<file path="config.mk">
export PLATFORM = sky130hd
export DESIGN_NAME = glyph_atlas_shelf_packer
export DESIGN_NICKNAME = d
export VERILOG_FILES = /design/src/rtl/gasp_pkg.sv /design/src/rtl/glyph_atlas_shelf_packer.sv /design/src/rtl/gasp_cell.sv
export SDC_FILE = /design/constraint.sdc
export NUM_CORES = 1
export LEC_CHECK = 0
export BUFFER_PORTS_ARGS = -buffer_cell sky130_fd_sc_hd__clkbuf_2
export CORE_MARGIN = 5
export CORE_UTILIZATION = 45
export CTS_CLUSTER_DIAMETER = 200
export CTS_CLUSTER_SIZE = 10
export DETAILED_ROUTE_END_ITERATION = 8
export GPL_ROUTABILITY_DRIVEN = 0
export GPL_TIMING_DRIVEN = 1
export SYNTH_ARGS = -nofsm -noshare
export SYNTH_HDL_FRONTEND = slang
export SYNTH_SLANG_ARGS = --single-unit
</file>
<file path="constraint.sdc">
create_clock -name clk_i -period 4.3 [get_ports clk_i]
set_clock_uncertainty 0.05 [all_clocks]
set_input_delay 0.43 -clock clk_i [delete_from_list [all_inputs] [get_ports clk_i]]
set_output_delay 0.43 -clock clk_i [all_outputs]
set_load 0.005 [all_outputs]
</file>
<file path="src/rtl/gasp_pkg.sv">
// shared types, codes and widths for the glyph atlas shelf packer
package gasp_pkg;

  // default geometry
  localparam int PAGE_SIDE_DEF = 512;
  localparam int MAX_PAGES_DEF = 8;

  // fixed field widths
  localparam int LH_W   = 10;
  localparam int DIM_W  = 10;
  localparam int PAGE_W = 3;
  localparam int OFS_W  = 9;
  localparam int STAT_W = 3;

  // register file
  localparam int                  SHELF_H_RST     = 16;
  localparam logic                REG_IDX_SHELF_H = 1'b0;

  // opcodes
  localparam logic OP_PLACE = 1'b0;
  localparam logic OP_CLEAR = 1'b1;

  // result status codes
  typedef enum logic [STAT_W-1:0] {
    ST_PLACED    = 3'd0,
    ST_EMPTY     = 3'd1,
    ST_TOO_TALL  = 3'd2,
    ST_OVERSIZE  = 3'd3,
    ST_EXHAUSTED = 3'd4,
    ST_CLEARED   = 3'd5
  } status_e;

  // place request travelling down the cell chain
  typedef struct packed {
    logic              valid;
    logic [DIM_W-1:0]  width;
    logic [DIM_W-1:0]  height;
    logic              found;
    logic [PAGE_W-1:0] page;
    logic [OFS_W-1:0]  ofs_x;
    logic [OFS_W-1:0]  ofs_y;
  } req_t;

  // per-cell control from the sequencer
  typedef struct packed {
    logic             clear;
    logic             open;
    logic [DIM_W-1:0] width;
  } cctl_t;

endpackage

</file>
<file path="src/rtl/glyph_atlas_shelf_packer.sv">
// top level: request checks, cell chain, page opening and result register
//
// Shelf packer for glyph atlas pages. Each of the MAX_PAGES cells holds one page's
// cursor; a place request walks the chain one cell per cycle and the first open page
// that fits takes it, otherwise the next page is opened at the chain tail. A place
// beat that reaches the scan walks the whole cell chain before the next beat can be
// accepted; clear beats and rejected glyphs skip the scan and go straight to the
// done state. The result register lets a new beat be accepted
// while the previous result is still stalled. The shelf height register sits at byte
// address 0 of the APB port and must only be written while the block is idle.
module glyph_atlas_shelf_packer import gasp_pkg::*; #(
  parameter int PAGE_SIDE = PAGE_SIDE_DEF,
  parameter int MAX_PAGES = MAX_PAGES_DEF
) (
  input  logic              clk_i,
  input  logic              rst_ni,
  // config port
  input  logic              psel,
  input  logic              penable,
  input  logic              pwrite,
  input  logic [2:0]        paddr,
  input  logic [31:0]       pwdata,
  output logic [31:0]       prdata,
  output logic              pready,
  // request channel
  input  logic              in_valid_i,
  output logic              in_stall_o,
  input  logic              opcode_i,
  input  logic [DIM_W-1:0]  glyph_width_i,
  input  logic [DIM_W-1:0]  glyph_height_i,
  // result channel
  output logic              out_valid_o,
  input  logic              out_stall_i,
  output logic [PAGE_W-1:0] page_index_o,
  output logic [OFS_W-1:0]  offset_x_o,
  output logic [OFS_W-1:0]  offset_y_o,
  output logic [STAT_W-1:0] status_o
);

  localparam int PO_W = $clog2(MAX_PAGES + 1);
  localparam int SW   = (($clog2(PAGE_SIDE + 1) > DIM_W) ? $clog2(PAGE_SIDE + 1) : DIM_W) + 1;
  localparam logic [SW-1:0] PS_S = SW'(PAGE_SIDE);

  typedef enum logic [2:0] {
    S_IDLE = 3'b001,
    S_SCAN = 3'b010,
    S_DONE = 3'b100
  } state_e;

  state_e            state_q, state_d;
  logic [LH_W-1:0]   shelf_h_q;
  logic [PO_W-1:0]   pages_open_q, pages_open_d;

  logic [PAGE_W-1:0] res_page_q, res_page_d;
  logic [OFS_W-1:0]  res_x_q, res_x_d;
  logic [OFS_W-1:0]  res_y_q, res_y_d;
  status_e           res_stat_q, res_stat_d;

  logic              out_valid_q, out_valid_d;
  logic [PAGE_W-1:0] out_page_q;
  logic [OFS_W-1:0]  out_x_q, out_y_q;
  logic [STAT_W-1:0] out_stat_q;

  logic              accept, cfg_write, load_out, new_page;
  status_e           early_stat;
  logic              is_place;

  req_t              chain [MAX_PAGES+1];
  cctl_t             cell_ctl [MAX_PAGES];
  logic [MAX_PAGES-1:0] open_vec;
  logic [MAX_PAGES:0]   chain_vld;
  req_t              tail;

  // config register
  assign pready    = 1'b1;
  assign cfg_write = psel && penable && pwrite && pready;

  always_ff @(posedge clk_i or negedge rst_ni) begin
    if (!rst_ni) begin
      shelf_h_q <= LH_W'(SHELF_H_RST);
    end else if (cfg_write && paddr[2] == REG_IDX_SHELF_H) begin
      shelf_h_q <= pwdata[LH_W-1:0];
    end
  end

  always_comb begin
    prdata = '0;
    if (paddr[2] == REG_IDX_SHELF_H) begin
      prdata = 32'(shelf_h_q);
    end
  end

  // request checks ahead of the scan
  assign in_stall_o = (state_q != S_IDLE);
  assign accept     = in_valid_i && !in_stall_o;

  always_comb begin
    is_place   = 1'b0;
    early_stat = ST_PLACED;
    priority if (opcode_i == OP_CLEAR) begin
      early_stat = ST_CLEARED;
    end else if (glyph_width_i == '0 || glyph_height_i == '0) begin
      early_stat = ST_EMPTY;
    end else if (glyph_height_i > shelf_h_q) begin
      early_stat = ST_TOO_TALL;
    end else if (SW'(glyph_width_i) > PS_S || SW'(glyph_height_i) > PS_S) begin
      early_stat = ST_OVERSIZE;
    end else begin
      is_place = 1'b1;
    end
  end

  // chain head
  always_comb begin
    chain[0]        = '0;
    chain[0].valid  = accept && is_place;
    chain[0].width  = glyph_width_i;
    chain[0].height = glyph_height_i;
  end

  assign tail     = chain[MAX_PAGES];
  assign new_page = (state_q == S_SCAN) && tail.valid && !tail.found
                    && (pages_open_q != PO_W'(MAX_PAGES));

  // per-cell clear and open strobes
  always_comb begin
    for (int i = 0; i < MAX_PAGES; i++) begin
      cell_ctl[i].clear = accept && (opcode_i == OP_CLEAR);
      cell_ctl[i].open  = new_page && (pages_open_q == PO_W'(i));
      cell_ctl[i].width = tail.width;
    end
  end

  // page cells
  for (genvar g = 0; g < MAX_PAGES; g++) begin : g_cell
    gasp_cell #(
      .PAGE_SIDE (PAGE_SIDE),
      .CELL_IDX  (g)
    ) u_cell (
      .clk_i     (clk_i),
      .rst_ni    (rst_ni),
      .shelf_h_i (shelf_h_q),
      .ctl_i     (cell_ctl[g]),
      .req_i     (chain[g]),
      .req_o     (chain[g+1]),
      .open_o    (open_vec[g])
    );
  end

  for (genvar g = 0; g <= MAX_PAGES; g++) begin : g_vld
    assign chain_vld[g] = chain[g].valid;
  end

  // sequencer
  assign load_out = (state_q == S_DONE) && (!out_valid_q || !out_stall_i);

  always_comb begin
    state_d      = state_q;
    pages_open_d = pages_open_q;
    res_page_d   = res_page_q;
    res_x_d      = res_x_q;
    res_y_d      = res_y_q;
    res_stat_d   = res_stat_q;
    unique case (state_q)
      S_IDLE: begin
        if (accept) begin
          res_page_d = '0;
          res_x_d    = '0;
          res_y_d    = '0;
          res_stat_d = early_stat;
          if (opcode_i == OP_CLEAR) begin
            pages_open_d = '0;
          end
          state_d = is_place ? S_SCAN : S_DONE;
        end
      end
      S_SCAN: begin
        if (tail.valid) begin
          state_d = S_DONE;
          if (tail.found) begin
            res_page_d = tail.page;
            res_x_d    = tail.ofs_x;
            res_y_d    = tail.ofs_y;
            res_stat_d = ST_PLACED;
          end else if (new_page) begin
            res_page_d   = PAGE_W'(pages_open_q);
            res_x_d      = '0;
            res_y_d      = '0;
            res_stat_d   = ST_PLACED;
            pages_open_d = pages_open_q + PO_W'(1);
          end else begin
            res_page_d = '0;
            res_x_d    = '0;
            res_y_d    = '0;
            res_stat_d = ST_EXHAUSTED;
          end
        end
      end
      S_DONE: begin
        if (load_out) begin
          state_d = S_IDLE;
        end
      end
      default: begin
        state_d = S_IDLE;
      end
    endcase
  end

  always_ff @(posedge clk_i or negedge rst_ni) begin
    if (!rst_ni) begin
      state_q      <= S_IDLE;
      pages_open_q <= '0;
    end else begin
      state_q      <= state_d;
      pages_open_q <= pages_open_d;
    end
  end

  always_ff @(posedge clk_i) begin
    res_page_q <= res_page_d;
    res_x_q    <= res_x_d;
    res_y_q    <= res_y_d;
    res_stat_q <= res_stat_d;
  end

  // result register
  always_comb begin
    out_valid_d = out_valid_q;
    if (load_out) begin
      out_valid_d = 1'b1;
    end else if (!out_stall_i) begin
      out_valid_d = 1'b0;
    end
  end

  always_ff @(posedge clk_i or negedge rst_ni) begin
    if (!rst_ni) begin
      out_valid_q <= 1'b0;
    end else begin
      out_valid_q <= out_valid_d;
    end
  end

  always_ff @(posedge clk_i) begin
    if (load_out) begin
      out_page_q <= res_page_q;
      out_x_q    <= res_x_q;
      out_y_q    <= res_y_q;
      out_stat_q <= res_stat_q;
    end
  end

  assign out_valid_o  = out_valid_q;
  assign page_index_o = out_page_q;
  assign offset_x_o   = out_x_q;
  assign offset_y_o   = out_y_q;
  assign status_o     = out_stat_q;

  // checks
  a_pages_bound: assert property (@(posedge clk_i) disable iff (!rst_ni)
    pages_open_q <= PO_W'(MAX_PAGES))
    else $error("open page count above page limit");

  a_open_match: assert property (@(posedge clk_i) disable iff (!rst_ni)
    $countones(open_vec) == int'(pages_open_q))
    else $error("cell open flags disagree with open page count");

  a_one_in_chain: assert property (@(posedge clk_i) disable iff (!rst_ni)
    $countones(chain_vld) <= 1)
    else $error("more than one beat in the cell chain");

  a_tail_in_scan: assert property (@(posedge clk_i) disable iff (!rst_ni)
    tail.valid |-> state_q == S_SCAN)
    else $error("chain tail beat outside scan");

  a_zero_unplaced: assert property (@(posedge clk_i) disable iff (!rst_ni)
    (out_valid_o && status_o != ST_PLACED) |->
      (page_index_o == '0 && offset_x_o == '0 && offset_y_o == '0))
    else $error("unplaced result carries nonzero position");

endmodule

</file>
<file path="src/rtl/gasp_cell.sv">
// one atlas page: cursor state, fit test and placement, one chain hop per cycle
module gasp_cell import gasp_pkg::*; #(
  parameter int PAGE_SIDE = PAGE_SIDE_DEF,
  parameter int CELL_IDX  = 0
) (
  input  logic            clk_i,
  input  logic            rst_ni,
  input  logic [LH_W-1:0] shelf_h_i,
  input  cctl_t           ctl_i,
  input  req_t            req_i,
  output req_t            req_o,
  output logic            open_o
);

  localparam int CW = $clog2(PAGE_SIDE + 1);
  localparam int SW = ((CW > DIM_W) ? CW : DIM_W) + 2;
  localparam logic [SW-1:0] PS_S = SW'(PAGE_SIDE);

  logic          open_q, open_d;
  logic [CW-1:0] cx_q, cx_d;
  logic [CW-1:0] cy_q, cy_d;
  req_t          req_q, req_d;

  logic [SW-1:0] cx_s, cy_s, w_s, h_s, lh_s;
  logic          same_shelf, next_shelf, take, move;
  logic [CW-1:0] shelf_y;

  // fit test against this page's cursor
  always_comb begin
    cx_s       = SW'(cx_q);
    cy_s       = SW'(cy_q);
    w_s        = SW'(req_i.width);
    h_s        = SW'(req_i.height);
    lh_s       = SW'(shelf_h_i);
    same_shelf = (cy_s + h_s < PS_S) && (cx_s + w_s < PS_S);
    next_shelf = (cy_s + lh_s + h_s < PS_S) && (w_s < PS_S);
    take       = req_i.valid && !req_i.found && open_q && (same_shelf || next_shelf);
    move       = (cx_s + w_s > PS_S);
    shelf_y    = CW'(cy_s + lh_s);
  end

  // cursor update and forwarded beat
  always_comb begin
    open_d = open_q;
    cx_d   = cx_q;
    cy_d   = cy_q;
    req_d  = req_i;
    priority if (ctl_i.clear) begin
      open_d = 1'b0;
      cx_d   = '0;
      cy_d   = '0;
    end else if (ctl_i.open) begin
      open_d = 1'b1;
      cx_d   = CW'(ctl_i.width);
      cy_d   = '0;
    end else if (take) begin
      req_d.found = 1'b1;
      req_d.page  = PAGE_W'(CELL_IDX);
      if (move) begin
        cx_d        = CW'(req_i.width);
        cy_d        = shelf_y;
        req_d.ofs_x = '0;
        req_d.ofs_y = OFS_W'(shelf_y);
      end else begin
        cx_d        = CW'(cx_s + w_s);
        req_d.ofs_x = OFS_W'(cx_q);
        req_d.ofs_y = OFS_W'(cy_q);
      end
    end
  end

  // state and hop register
  always_ff @(posedge clk_i or negedge rst_ni) begin
    if (!rst_ni) begin
      open_q <= 1'b0;
      cx_q   <= '0;
      cy_q   <= '0;
      req_q  <= '0;
    end else begin
      open_q <= open_d;
      cx_q   <= cx_d;
      cy_q   <= cy_d;
      req_q  <= req_d;
    end
  end

  assign req_o  = req_q;
  assign open_o = open_q;

endmodule

</file>
==> metrics.yaml <==
status: "completed"
placed_cell_area_um2: 34390
cp-end-kind: "flip-flop"
antenna_found_initial: 0
yosysTopAreaCellShare_pct: 39.91
grt_overflow: 0
ys_seq_elements: 561
yosysWarnings: 0
startpoint: "shelf_h_q[1]"
cp-endpoint: "g_cell[2].u_cell.req_o[13]"
setup_ws_ns: 0.01756
die_w_um: 276.8
cp-start-kind: "flip-flop"
postLayoutCellArea_um2: 37740
start_util_pct: 45.59
path_class: "flip-flop to flip-flop"
p_int_mw: 9.460
drc: 0
clockBufferDepth: 3
setup_violations: 0
die_y_um: 276.8
slew_headroom_pct: 25.49
hpwl_mm: 67.28
rsz0062_at_grt: "true"
crit_chain: "buf_12, ha_4, a21o_1, a21oi_2, o21ai_2, a2111o_1, a31o_2, a21oi_2, xnor2_2, ha_1, nor4_1, nand3_1, a311oi_2, buf_4, a22oi_2, clkbuf_16, nand2_4, o31ai_4"
arrival_ns: 4.67
drtPass1Iterations: 5
crit_family: "compound AO/OA/AOI/OAI gates"
p_leak_nw: 17.96
r2r_slack_ns: 0.02
hold-worst-slack_ns: 0.03316
place_ws_ns: -0.1791
drive_gt1_share_pct: 16.58
grt.total_usage_pct: 21.96
synth.area.top_cells: "dfrtp_1 (40%), ha_1 (12%), edfxtp_1 (4.5%)"
synthCells: 3045
grt_pass1_wl_mm: 137.2
crit_cells: 18
finalMaxSlewViolations: 0
vias_per_cell: 5.914
clk_latency_ns: 0.60
via_count: 25213
clock_sinks: 561
slowest_stage: "dfrtp_2"
tightestPinTransition_ns: 1.113
ys_types: 114
areaGrowthSynthToFinish_pct: 17.81
clockPowerShare_pct: 37.3
clock.fmax_ghz: 0.2335
drtIter0Drc: 1758
cpMostUsedCell: "a21oi_2"
cts_tree: "built"
ys_async_sr_fraction_pct: 91.44
num_io_pins: 122
hold_class: "input port to flip-flop"
path_clk_slew_ns: 0.06
drt_wl_total_mm: 88.65
synth_edf_count: 48
ant_nets: 0
worstReg2RegStart: "shelf_h_q[1]"
worstReg2RegEnd: "g_cell[2].u_cell.req_o[13]"
core_um2: 70270
cts_buffers: 66
cp.buffers_inverters: 3
grt_max_degree: 97
fin_tns_setup_ns: 0
critPathRequiredTime_ns: 4.69
syn_area_um2: 32040
p_sw_mw: 3.874
synth_area_per_cell_um2: 10.52
comb_power_share_pct: 19.5
crit_fanout: 6
std_cell_rows: 97
wl_per_cell_um: 20.79
port_buffers: 74
r2r_cells: 18
period_minus_slack_ns: 4.282
dieArea_um2: 76630
first_global_vias: 25727
p_seq_share_pct: 43.1
yosysTopAreaCell: "dfrtp_1"
maxCapViolations: 0
synth_seq_area_share_pct: 44.58
finalCritPeriodShare_pct: 99.59
finalPower_mw: 13.33
yosys_most_used_dff: "dfrtp_1"
finalHoldViolCount: 0
cp_slowest_stage_delay_ns: 0.49
clockRootBuffer: "clkbuf_16"
switching_share_pct: 29.05
nets: 3699
antenna_cells: 0
ir_worst_vdd_mv: 0.3320
power_density_nw_per_um2: 353.3
htree_levels: 3
## repair_timing
| action | in CTS | in global routing |
|---|---|---|
| setup endpoints to repair | 222 | 296 |
| gates resized for setup | 38 | 187 |
| hold buffers | 30 | 0 |
| cloned | 1 | 9 |
| setup buffers | 5 | 17 |
| pin swaps | 9 | 95 |
| hold endpoints to repair | 116 | 0 |
## cells in the mapped netlist, drive strengths merged, types with 23 or more instances
cell type	n
a22oi	29
mux2	34
nand3	64
mux2i	124
and3	36
a21oi	139
nor3	46
o31ai	23
buf	69
clkbuf	53
nand2	311
ha	318
xor2	33
nor4	26
a211oi	40
o21a	23
edfxtp	48
a22o	49
nor2	179
o21ai	215
o221ai	25
nand2b	42
and2	32
inv	84
o211ai	39
dfrtp	511
xnor2	68
nand4	43
a21o	44
## layout make-up
| cell class | instances | area [µm²] |
|---|---|---|
| Fill cell | 6027 | 32530 |
| Multi-Input combinational cell | 2300 | 17690 |
| Sequential cell | 561 | 14280 |
| Timing Repair Buffer | 289 | 2441 |
| Clock buffer | 83 | 1758 |
| Tap cell | 940 | 1176 |
| Inverter | 84 | 315.3 |
| Clock inverter | 6 | 75.07 |
## power by group through the flow
stage,clock [mW],sequential [mW],combinational (mW)
after floorplan,0,5.78,1.47
after global placement,0,5.84,2.29
after detailed placement,0,5.84,2.39
after CTS,5.11,5.75,2.46
after global routing,5.31,5.77,2.86
final,4.98,5.75,2.61
## cells in the final DEF, fill, tap and decap left out, types with 19 or more instances in the layout
cell,Yosys,routed
a211oi_1,36,32
a21o_1,44,44
a21oi_1,137,119
a22o_1,49,49
a22oi_1,28,27
and2_1,30,29
and3_1,36,35
buf_12,2,19
buf_4,30,147
clkbuf_16,0,72
clkbuf_2,0,73
conb_1,2,23
dfrtp_1,511,509
dlygate4sd3_1,0,30
edfxtp_1,48,48
ha_1,318,313
inv_1,84,84
mux2_2,31,31
mux2i_1,124,123
nand2_1,310,286
nand2b_1,42,40
nand3_1,63,60
nand4_1,43,43
nor2_1,177,174
nor3_1,45,45
nor4_1,23,19
o211ai_1,39,39
o21a_1,23,23
o21ai_0,204,168
o21ai_1,10,41
o21bai_1,20,20
xnor2_1,68,63
xor2_1,33,32
## sequential cells by signal (all words and copies together) (netlist names)
| register | cells |
|---|---|
| status_o | 3 |
| state_q | 3 |
| res_y_q | 9 |
| offset_x_o | 9 |
| shelf_h_q | 10 |
| res_stat_q | 3 |
| page_index_o | 3 |
| res_page_q | 3 |
| g_cell.u_cell.cy_q | 80 |
| pages_open_q | 4 |
| g_cell.u_cell.open_o | 8 |
| offset_y_o | 9 |
| res_x_q | 9 |
| out_valid_o | 1 |
| g_cell.u_cell.req_o | 327 |
| g_cell.u_cell.cx_q | 80 |
## per-layer routing
| layer | GRT usage (%) | part of all wire (%) |
|---|---|---|
| met3 | 3.381 | 4.8 |
| met5 | 0 | 0 |
| met2 | 37.81 | 49 |
| met1 | 27.49 | 41 |
| met4 | 9.722 | 4.9 |
## worst min-delay path by stage
stage | startpoint | depth (start not counted) | end | slack [ns]
3_5_place_dp | g_cell[5].u_cell.req_o[42] | 0 | g_cell[6].u_cell.req_o[42] | 0.31
6_report | pwdata[0] | 2 | shelf_h_q[0] | 0.03
3_3_place_gp | g_cell[5].u_cell.req_o[42] | 0 | g_cell[6].u_cell.req_o[42] | 0.31
5_1_grt | pwdata[0] | 2 | shelf_h_q[0] | 0.02
2_1_floorplan | rst_ni | 0 | g_cell[0].u_cell.cx_q[0] | 0.08
4_1_cts | out_stall_i | 3 | out_valid_o | 0.004
## per-stage QoR
step                utilization, %  instances
CTS                          52.25       4237
detailed placement           48.95       4112
finish                       53.71       4263
floorplan                        -       3066
global route                 53.71       4263
global placement             48.95       4112
## logic make-up after synthesis
kind of cell | share of synthesized area [%]
XOR/XNOR | 2.761
AO/OA/AOI/OAI | 17.75
adder cells (fa/ha/maj) | 13.42
AND/OR/NAND/NOR | 13.28
flip-flops | 44.58
buffers and inverters | 3.120
multiplexers | 5.069
other | 0.02344
No activity file was read; power rests on OpenSTA's default activity.
